$ cat config.mk
export PLATFORM = sky130hd
export DESIGN_NAME = pushout_shared_buffer_manager
export DESIGN_NICKNAME = d
export VERILOG_FILES = /design/src/rtl/psbm_pkg.sv /design/src/rtl/psbm_cfg.sv /design/src/rtl/pushout_shared_buffer_manager.sv
export VERILOG_INCLUDE_DIRS = /design/src /design/src/rtl
export SDC_FILE = /design/constraint.sdc
export NUM_CORES = 2
export LEC_CHECK = 0
export ABC_AREA = 1
export BUFFER_PORTS_ARGS = -buffer_cell sky130_fd_sc_hd__buf_2
export CAP_MARGIN = 15
export CORE_AREA = 2 2 410 412
export DETAILED_ROUTE_END_ITERATION = 10
export DIE_AREA = 0 0 412 414
export GPL_TIMING_DRIVEN = 1
export SETUP_SLACK_MARGIN = 0.05
export SKIP_CTS_REPAIR_TIMING = 1
export SLEW_MARGIN = 20
export SYNTH_ARGS = -nofsm -noshare
export SYNTH_HDL_FRONTEND = slang
export SYNTH_SLANG_ARGS = --single-unit
$ cat constraint.sdc
create_clock -name clk_i -period 8.3 [get_ports clk_i]
set_input_delay 1.66 -clock clk_i [delete_from_list [all_inputs] [get_ports clk_i]]
set_output_delay 1.66 -clock clk_i [all_outputs]
set_load 0.02 [all_outputs]
$ cat src/rtl/assert_macros.svh
// Assertion helpers for the RTL files.
`ifndef ASSERT_MACROS_SVH
`define ASSERT_MACROS_SVH

// Checked on every rising edge of clk_i, off while rst_ni is low.
`define PSBM_ASSERT(lbl, prop) \
  lbl: assert property (@(posedge clk_i) disable iff (!rst_ni) prop) \
    else $error("psbm assertion failed");

// Checked on every rising edge of clk_i, also during reset.
`define PSBM_ASSERT_ALWAYS(lbl, prop) \
  lbl: assert property (@(posedge clk_i) prop) else $error("psbm assertion failed");

`endif

$ cat src/rtl/psbm_pkg.sv
`default_nettype none

package psbm_pkg;

  // Field widths
  localparam int PORT_W = 4;
  localparam int OCC_W  = 13;
  localparam int CNT_W  = 32;
  localparam int LIM_W  = 12;
  localparam int CFG_AW = 3;

  localparam logic [OCC_W-1:0] OCC_MAX     = 13'd8191;
  localparam logic [LIM_W-1:0] LIMIT_RESET = 12'd175;

  // Register map
  localparam logic [CFG_AW-1:0] ADDR_BUFFER_LIMIT = 3'd0;

  // Event codes
  localparam logic CMD_LEN_CHANGE = 1'b0;
  localparam logic CMD_DROP       = 1'b1;

  typedef struct packed {
    logic              cmd;
    logic [PORT_W-1:0] port;
    logic [OCC_W-1:0]  old_len;
    logic [OCC_W-1:0]  new_len;
  } in_t;

  typedef struct packed {
    logic [OCC_W-1:0]  total_occupancy;
    logic              pushout;
    logic [PORT_W-1:0] pushout_port;
    logic [PORT_W-1:0] longest_port;
    logic [CNT_W-1:0]  port_passed;
    logic [CNT_W-1:0]  port_lost;
  } out_t;

  // One per-port entry of the state memory
  typedef struct packed {
    logic [OCC_W-1:0] occ;
    logic [CNT_W-1:0] passed;
    logic [CNT_W-1:0] lost;
  } ent_t;

  typedef enum logic [1:0] {
    ST_IDLE,
    ST_UPDATE,
    ST_SCAN,
    ST_FINISH
  } state_e;

endpackage

`default_nettype wire

$ cat src/rtl/psbm_cfg.sv
`default_nettype none

module psbm_cfg (
  input  logic                        clk_i,
  input  logic                        rst_ni,
  input  logic                        psel,
  input  logic                        penable,
  input  logic                        pwrite,
  input  logic [psbm_pkg::CFG_AW-1:0] paddr,
  input  logic [31:0]                 pwdata,
  output logic [31:0]                 prdata,
  output logic                        pready,
  output logic [psbm_pkg::LIM_W-1:0]  buffer_limit_o
);
  import psbm_pkg::*;

  logic [LIM_W-1:0] limit_q;
  logic             wr_en;

  assign pready = 1'b1;
  assign wr_en  = psel && penable && pwrite && (paddr == ADDR_BUFFER_LIMIT);

  // Buffer limit register
  always_ff @(posedge clk_i or negedge rst_ni) begin
    if (!rst_ni) begin
      limit_q <= LIMIT_RESET;
    end else if (wr_en) begin
      limit_q <= pwdata[LIM_W-1:0];
    end
  end

  // Read back
  assign prdata = (paddr == ADDR_BUFFER_LIMIT) ? 32'(limit_q) : 32'd0;

  assign buffer_limit_o = limit_q;

endmodule

`default_nettype wire

$ cat src/rtl/pushout_shared_buffer_manager.sv
`default_nettype none
`include "assert_macros.svh"

// Shared-buffer pushout manager. Per-port occupancy, passed and lost counters
// live in one PORTS-deep synchronous memory with a registered read port, cleared
// at reset through per-entry valid bits. One transaction is handled at a time,
// and a finished result may wait in the output register while the next input
// transaction is taken. A drop report or a queue-length change reads the port
// entry, modifies it and writes it back; a queue-length change then walks all
// PORTS entries through the single memory read port, one per cycle, to rebuild
// the total and the sticky longest-queue index. When a queue-length change
// brings the total to buffer_limit + 1 the result orders one packet out of the
// longest queue and reports the total minus one. buffer_limit sits at byte
// address 0 of the APB port.
module pushout_shared_buffer_manager #(
  parameter int PORTS = 16
) (
  input  logic                        clk_i,
  input  logic                        rst_ni,
  input  logic                        psel,
  input  logic                        penable,
  input  logic                        pwrite,
  input  logic [psbm_pkg::CFG_AW-1:0] paddr,
  input  logic [31:0]                 pwdata,
  output logic [31:0]                 prdata,
  output logic                        pready,
  input  logic                        in_valid_i,
  output logic                        in_ready_o,
  input  psbm_pkg::in_t               in_data_i,
  output logic                        out_valid_o,
  input  logic                        out_ready_i,
  output psbm_pkg::out_t              out_data_o
);
  import psbm_pkg::*;

  localparam int AW = $clog2(PORTS);
  localparam int CW = AW + 1;
  localparam logic [CW-1:0] NUM_PORTS = CW'(PORTS);
  localparam logic [AW-1:0] LAST_PORT = AW'(PORTS - 1);

  // Configuration
  logic [LIM_W-1:0] buffer_limit;

  psbm_cfg u_cfg (
    .clk_i          (clk_i),
    .rst_ni         (rst_ni),
    .psel           (psel),
    .penable        (penable),
    .pwrite         (pwrite),
    .paddr          (paddr),
    .pwdata         (pwdata),
    .prdata         (prdata),
    .pready         (pready),
    .buffer_limit_o (buffer_limit)
  );

  // Control and datapath registers
  state_e           state_q, state_d;
  in_t              cur_q, cur_d;
  logic             chg_q, chg_d;
  logic [CW-1:0]    iss_q, iss_d;
  logic [AW-1:0]    longest_q, longest_d;
  logic [OCC_W-1:0] lmax_q, lmax_d;
  logic [OCC_W-1:0] total_q, total_d;
  logic [CNT_W-1:0] pp_q, pp_d;
  logic [CNT_W-1:0] pl_q, pl_d;
  out_t             out_q, out_d;
  logic             out_valid_q, out_valid_d;

  // Memory ports
  ent_t             mem_q [PORTS];
  logic [PORTS-1:0] valid_q;
  logic             rd_en;
  logic [AW-1:0]    rd_addr;
  ent_t             rd_data_q;
  logic             rd_hit_q;
  logic             rd_pend_q;
  logic [AW-1:0]    rd_idx_q;
  ent_t             rd_ent;
  logic             wr_en;
  ent_t             upd;

  logic [AW-1:0]    cur_addr;
  logic [AW-1:0]    in_addr;
  logic             in_port_ok;
  logic [OCC_W-1:0] fall;
  logic [OCC_W-1:0] rise;
  logic [OCC_W:0]   occ_up;
  logic [OCC_W:0]   scan_sum;
  logic [OCC_W-1:0] scan_sat;
  logic [OCC_W-1:0] limit_p1;
  logic             push;

  assign cur_addr   = AW'(cur_q.port);
  assign in_addr    = AW'(in_data_i.port);
  assign in_port_ok = int'(in_data_i.port) < PORTS;

  // State memory: one write port, one registered read port
  always_ff @(posedge clk_i) begin
    if (wr_en) begin
      mem_q[cur_addr] <= upd;
    end
    if (rd_en) begin
      rd_data_q <= mem_q[rd_addr];
    end
  end

  // Entry valid bits stand in for the reset clear of the memory
  always_ff @(posedge clk_i or negedge rst_ni) begin
    if (!rst_ni) begin
      valid_q   <= '0;
      rd_hit_q  <= 1'b0;
      rd_pend_q <= 1'b0;
      rd_idx_q  <= '0;
    end else begin
      if (wr_en) begin
        valid_q[cur_addr] <= 1'b1;
      end
      rd_pend_q <= rd_en;
      if (rd_en) begin
        rd_hit_q <= valid_q[rd_addr];
        rd_idx_q <= rd_addr;
      end
    end
  end

  assign rd_ent = rd_hit_q ? rd_data_q : '0;

  // Read-modify of the event port entry
  assign fall   = cur_q.old_len - cur_q.new_len;
  assign rise   = cur_q.new_len - cur_q.old_len;
  assign occ_up = {1'b0, rd_ent.occ} + {1'b0, rise};

  always_comb begin
    upd = rd_ent;
    if (cur_q.cmd == CMD_DROP) begin
      upd.lost = rd_ent.lost + 32'd1;
    end else if (cur_q.old_len > cur_q.new_len) begin
      upd.passed = rd_ent.passed + CNT_W'(fall);
      upd.occ    = (fall > rd_ent.occ) ? '0 : rd_ent.occ - fall;
    end else begin
      upd.occ = (occ_up > {1'b0, OCC_MAX}) ? OCC_MAX : occ_up[OCC_W-1:0];
    end
  end

  // Saturating running sum of the scan
  assign scan_sum = {1'b0, total_q} + {1'b0, rd_ent.occ};
  assign scan_sat = (scan_sum > {1'b0, OCC_MAX}) ? OCC_MAX : scan_sum[OCC_W-1:0];

  assign limit_p1 = {1'b0, buffer_limit} + 13'd1;
  assign push     = chg_q && (total_q == limit_p1);

  // Sequencer: next state, memory control and result build
  always_comb begin
    state_d     = state_q;
    cur_d       = cur_q;
    chg_d       = chg_q;
    iss_d       = iss_q;
    longest_d   = longest_q;
    lmax_d      = lmax_q;
    total_d     = total_q;
    pp_d        = pp_q;
    pl_d        = pl_q;
    out_d       = out_q;
    out_valid_d = out_valid_q && !out_ready_i;
    in_ready_o  = 1'b0;
    rd_en       = 1'b0;
    rd_addr     = in_addr;
    wr_en       = 1'b0;

    unique case (state_q)
      ST_IDLE: begin
        in_ready_o = 1'b1;
        if (in_valid_i) begin
          cur_d = in_data_i;
          if (in_port_ok) begin
            rd_en   = 1'b1;
            state_d = ST_UPDATE;
          end else begin
            chg_d   = 1'b0;
            pp_d    = '0;
            pl_d    = '0;
            state_d = ST_FINISH;
          end
        end
      end
      ST_UPDATE: begin
        wr_en = 1'b1;
        pp_d  = upd.passed;
        pl_d  = upd.lost;
        if (cur_q.cmd == CMD_DROP) begin
          chg_d   = 1'b0;
          state_d = ST_FINISH;
        end else begin
          chg_d   = 1'b1;
          total_d = '0;
          iss_d   = '0;
          lmax_d  = (longest_q == cur_addr) ? upd.occ : lmax_q;
          state_d = ST_SCAN;
        end
      end
      ST_SCAN: begin
        if (iss_q < NUM_PORTS) begin
          rd_en   = 1'b1;
          rd_addr = iss_q[AW-1:0];
          iss_d   = iss_q + CW'(1);
        end
        if (rd_pend_q) begin
          total_d = scan_sat;
          if (rd_ent.occ > lmax_q) begin
            longest_d = rd_idx_q;
            lmax_d    = rd_ent.occ;
          end
          if (rd_idx_q == LAST_PORT) begin
            state_d = ST_FINISH;
          end
        end
      end
      ST_FINISH: begin
        if (!out_valid_q || out_ready_i) begin
          out_d.total_occupancy = push ? total_q - 13'd1 : total_q;
          out_d.pushout         = push;
          out_d.pushout_port    = push ? PORT_W'(longest_q) : '0;
          out_d.longest_port    = PORT_W'(longest_q);
          out_d.port_passed     = pp_q;
          out_d.port_lost       = pl_q;
          out_valid_d           = 1'b1;
          state_d               = ST_IDLE;
        end
      end
      default: state_d = ST_IDLE;
    endcase
  end

  // Control state
  always_ff @(posedge clk_i or negedge rst_ni) begin
    if (!rst_ni) begin
      state_q     <= ST_IDLE;
      out_valid_q <= 1'b0;
      chg_q       <= 1'b0;
      iss_q       <= '0;
      longest_q   <= '0;
      lmax_q      <= '0;
      total_q     <= '0;
    end else begin
      state_q     <= state_d;
      out_valid_q <= out_valid_d;
      chg_q       <= chg_d;
      iss_q       <= iss_d;
      longest_q   <= longest_d;
      lmax_q      <= lmax_d;
      total_q     <= total_d;
    end
  end

  // Payload
  always_ff @(posedge clk_i) begin
    cur_q <= cur_d;
    pp_q  <= pp_d;
    pl_q  <= pl_d;
    out_q <= out_d;
  end

  assign out_valid_o = out_valid_q;
  assign out_data_o  = out_q;

  // Checks
  `PSBM_ASSERT(a_push_at_limit,
    out_valid_o && out_data_o.pushout |->
      out_data_o.total_occupancy == 13'(buffer_limit))
  `PSBM_ASSERT(a_push_port_longest,
    out_valid_o && out_data_o.pushout |->
      out_data_o.pushout_port == out_data_o.longest_port)
  `PSBM_ASSERT(a_change_scans,
    state_q == ST_UPDATE && cur_q.cmd == CMD_LEN_CHANGE |=> state_q == ST_SCAN)
  `PSBM_ASSERT_ALWAYS(a_write_in_update,
    wr_en |-> state_q == ST_UPDATE)

endmodule

`default_nettype wire

==> flow_summary.ini <==
[worst_setup_path]
critical_path.max_fanout = 16
critPathKind = reg -> reg
r2r_end = mem_q[12][76]$_DFFE_PP_
r2r_start = cur_q[13]$_DFFE_PP_
required_ps = 8810
rrSetupSlack_ps = 3050
arrival_ps = 5760
critPathLaunchType = flop
cp-end-kind = flop
rr_worst_depth = 20

[clocking]
clock_latency_ps = 800
clock_path_buffers = 3
clockRootBuffer = clkbuf_16
clk_pin_slew_ps = 60
htreeDepth = 4
cts_tree = built
cts_sinks = 1563
numCtsBuffers = 162

[pwr]
pwr-share-comb_pct = 37.1
switchingPower_uw = 11700
swShare_pct = 39.17
p_int_uw = 18170
pwr-share-seq_pct = 38.8
pwr-share-clk_pct = 24.1
ir_worst_vdd_v = 0.0003032
power.leakage_uw = 0.02633
power_density_nw_per_um2 = 400.9

[synth]
synth_top_area_share_pct = 67.83
synth_warnings = 0
synth_most_common_cell = edfxtp_1
netlist_instances = 5421
syn_avg_cell_area_um2 = 12.17
synth_xor_area_share_pct = 1.660
yosys.area_share.adder_pct = 2.041
netlist.top_cell.by_area = edfxtp_1
synth_top_family_by_area = compound AO/OA/AOI/OAI gates
synthMuxAreaShare_pct = 0
ys_ff_latch = 1563
synth_edf_count = 1490
synth_ff_type = edfxtp_1
synth_area_leaders = edfxtp_1 68%, o21ai_0 5.7%, nor2_1 5.0%
synthSimpleGateAreaFrac_pct = 10.87
async_flop_share_pct = 4.671
yosysSeqAreaShare_pct = 70.61
synth_compound_area_share_pct = 10.99
synth_common_cells = 1,490 x edfxtp_1, 871 x nor2_1, 757 x o21ai_0
syn_area_um2 = 65970
synth_cell_types = 51

[global_route]
grt_pass1_wl_mm = 265.3
antenna_found_initial = 3
overflow = 0
grt_pass1_vias = 41160
grt_use_total_pct = 20.55
grt_start_max_net_pins = 185

[floorplan]
die_width_um = 412
dieArea_um2 = 170600
die_height_um = 414
rows = 150
core-area_um2 = 166300
ios = 194
start_util_pct = 39.67

[timing]
max_slew_margin_pct = 22.66
layout_min_cycle_time_ps = 5249
tightest_slew_ps = 1157
rsz0062_at_grt = false
drv_slew = 0
fmax_mhz = 190.5
setup_viol = 0
setup_tns_ps = 0
hold_viol_final = 0
clock_skew_ps = 29.96
post-route-period-util_pct = 63.24

[layout]
nFillCells = 15080
drive_above_1_share_pct = 10.10
area_growth_pct = 12.96
layout.nets = 5698
stdcell_area_um2 = 74510

[route]
drc = 0
ant_nets = 0
wl_per_cell_um = 22.68
first_iter_violations = 4504
first_pass_iters = 6
vias_per_cell = 5.489
routed_wl_mm = 178.2
num_vias = 43130

[place]
io_buffers = 152
place_area_um2 = 69110
dp_hpwl_mm = 95.59
routabilityCongestion = 0.8696

[hold_path]
min_to = out_data_o[17]$_DFFE_PP_
hp-class = reg -> reg
whs_path_depth = 0
min_from = pl_q[17]$_DFFE_PP_

[status]
status = completed

[run]
drv_cap = 0
==> worst max-delay path, stage by stage (launching register included) <==
cell      delay (ps)
edfxtp_1         390
inv_1             70
ha_1             170
inv_1             70
fa_1             430
a21oi_1          220
o21ai_0          190
a21oi_1          270
xor2_1           580
inv_1            110
ha_1             370
nand2_1          100
nor2_1           200
nand2_1           80
nor2_1           100
nor2_1            70
nor2_1           690
nand2_1          100
nand2_1          170
nand2_1           90
nand2_1          470
==> placed cells by master, fill, tap and decap left out, types with 25 or more instances in the layout <==
master        n
edfxtp_1   1490
o221ai_1    194
ha_1         97
clkbuf_1     39
nand4_1      27
nand3_1     214
o21ai_0     745
buf_4        72
inv_1       285
clkinv_1     30
nor2_1      854
o22ai_1     115
a21oi_1      74
buf_2       151
clkbuf_16   167
dfrtp_1      66
xor2_1       75
nand2_1     576
clkinv_2     28
xnor2_1      25
nor3_1       25
o21ai_1      71
==> per-stage QoR <==
step	utilization, %	cells	total power, uW	setup slack (ps)	hold WS [ps]
2_1_floorplan	-	5440	18900	1741	400.3
3_3_place_gp	41.55	7561	22580	2991	403.8
3_5_place_dp	41.56	7561	22730	2818	404.5
4_1_cts	44.69	7857	29970	2739	414.5
5_1_grt	44.81	7857	31610	2575	423.9
6_report	44.81	7858	29870	3051	410.0
==> layout make-up <==
class                           count  area [um^2]  area share, %
Inverter                          299         1147          1.540
Clock buffer                      208         4353          5.842
Clock inverter                     88        853.3          1.145
Multi-Input combinational cell   3262        17320          23.25
Antenna cell                        1        2.502       0.003358
Tap cell                         2204         2758          3.701
Sequential cell                  1563        46580          62.51
Timing Repair Buffer              233         1496          2.008
==> layer usage <==
| metal | vias to the layer above | wire (um) | GRT usage [%] |
|---|---|---|---|
| li1 | 19760 | - | - |
| met1 | 21440 | 77270 | 28.96 |
| met2 | 1649 | 84080 | 33.05 |
| met3 | 288 | 12450 | 3.061 |
| met4 | 0 | 4443 | 5.877 |
| met5 | - | 0 | 0 |
==> worst max-delay path by stage <==
| stage | end | depth (start not counted) | start | slack, ps |
|---|---|---|---|---|
| floorplan | mem_q[3][0]$_DFFE_PP_ | 4 | state_q[1]$_DFFE_PN0P_ | 1740 |
| global placement | mem_q[10][54]$_DFFE_PP_ | 19 | cur_q[13]$_DFFE_PP_ | 2990 |
| detailed placement | mem_q[9][54]$_DFFE_PP_ | 19 | cur_q[13]$_DFFE_PP_ | 2820 |
| CTS | mem_q[10][54]$_DFFE_PP_ | 19 | cur_q[13]$_DFFE_PP_ | 2740 |
| global route | mem_q[12][76]$_DFFE_PP_ | 20 | cur_q[13]$_DFFE_PP_ | 2580 |
| finish | mem_q[12][76]$_DFFE_PP_ | 20 | cur_q[13]$_DFFE_PP_ | 3050 |
==> sequential cells by signal, summed over array words and instances, names as in the netlist <==
register	count
mem_q	1232
out_data_o	86
rd_data_q	77
pl_q	32
pp_q	32
cur_q	27
valid_q	16
lmax_q	13
total_q	13
u_cfg.buffer_limit_o	12
iss_q	5
cur_addr	4
longest_q	4
rd_idx_q	4
state_q	2
chg_q	1
out_valid_o	1
rd_hit_q	1
rd_pend_q	1
==> power groups by stage <==
stage,Combinational [uW],Sequential (uW),Clock (uW)
3_3_place_gp,10800,11800,0
5_1_grt,12300,11700,7640
6_report,11100,11600,7200
3_5_place_dp,11000,11700,0
4_1_cts,11000,11600,7320
2_1_floorplan,7170,11700,0
==> cell families (layout without fill, tap and decap cells) <==
logic type / count (synthesis) / in the layout
AND/OR/NAND/NOR: 1763 / 1763
flip-flops: 1563 / 1563
AO/OA/AOI/OAI: 1249 / 1249
buffers and inverters: 615 / 828
XOR/XNOR: 125 / 125
adder cells (fa/ha/maj): 104 / 104
other: 2 / 22
Power figures use the tool's default switching activity.
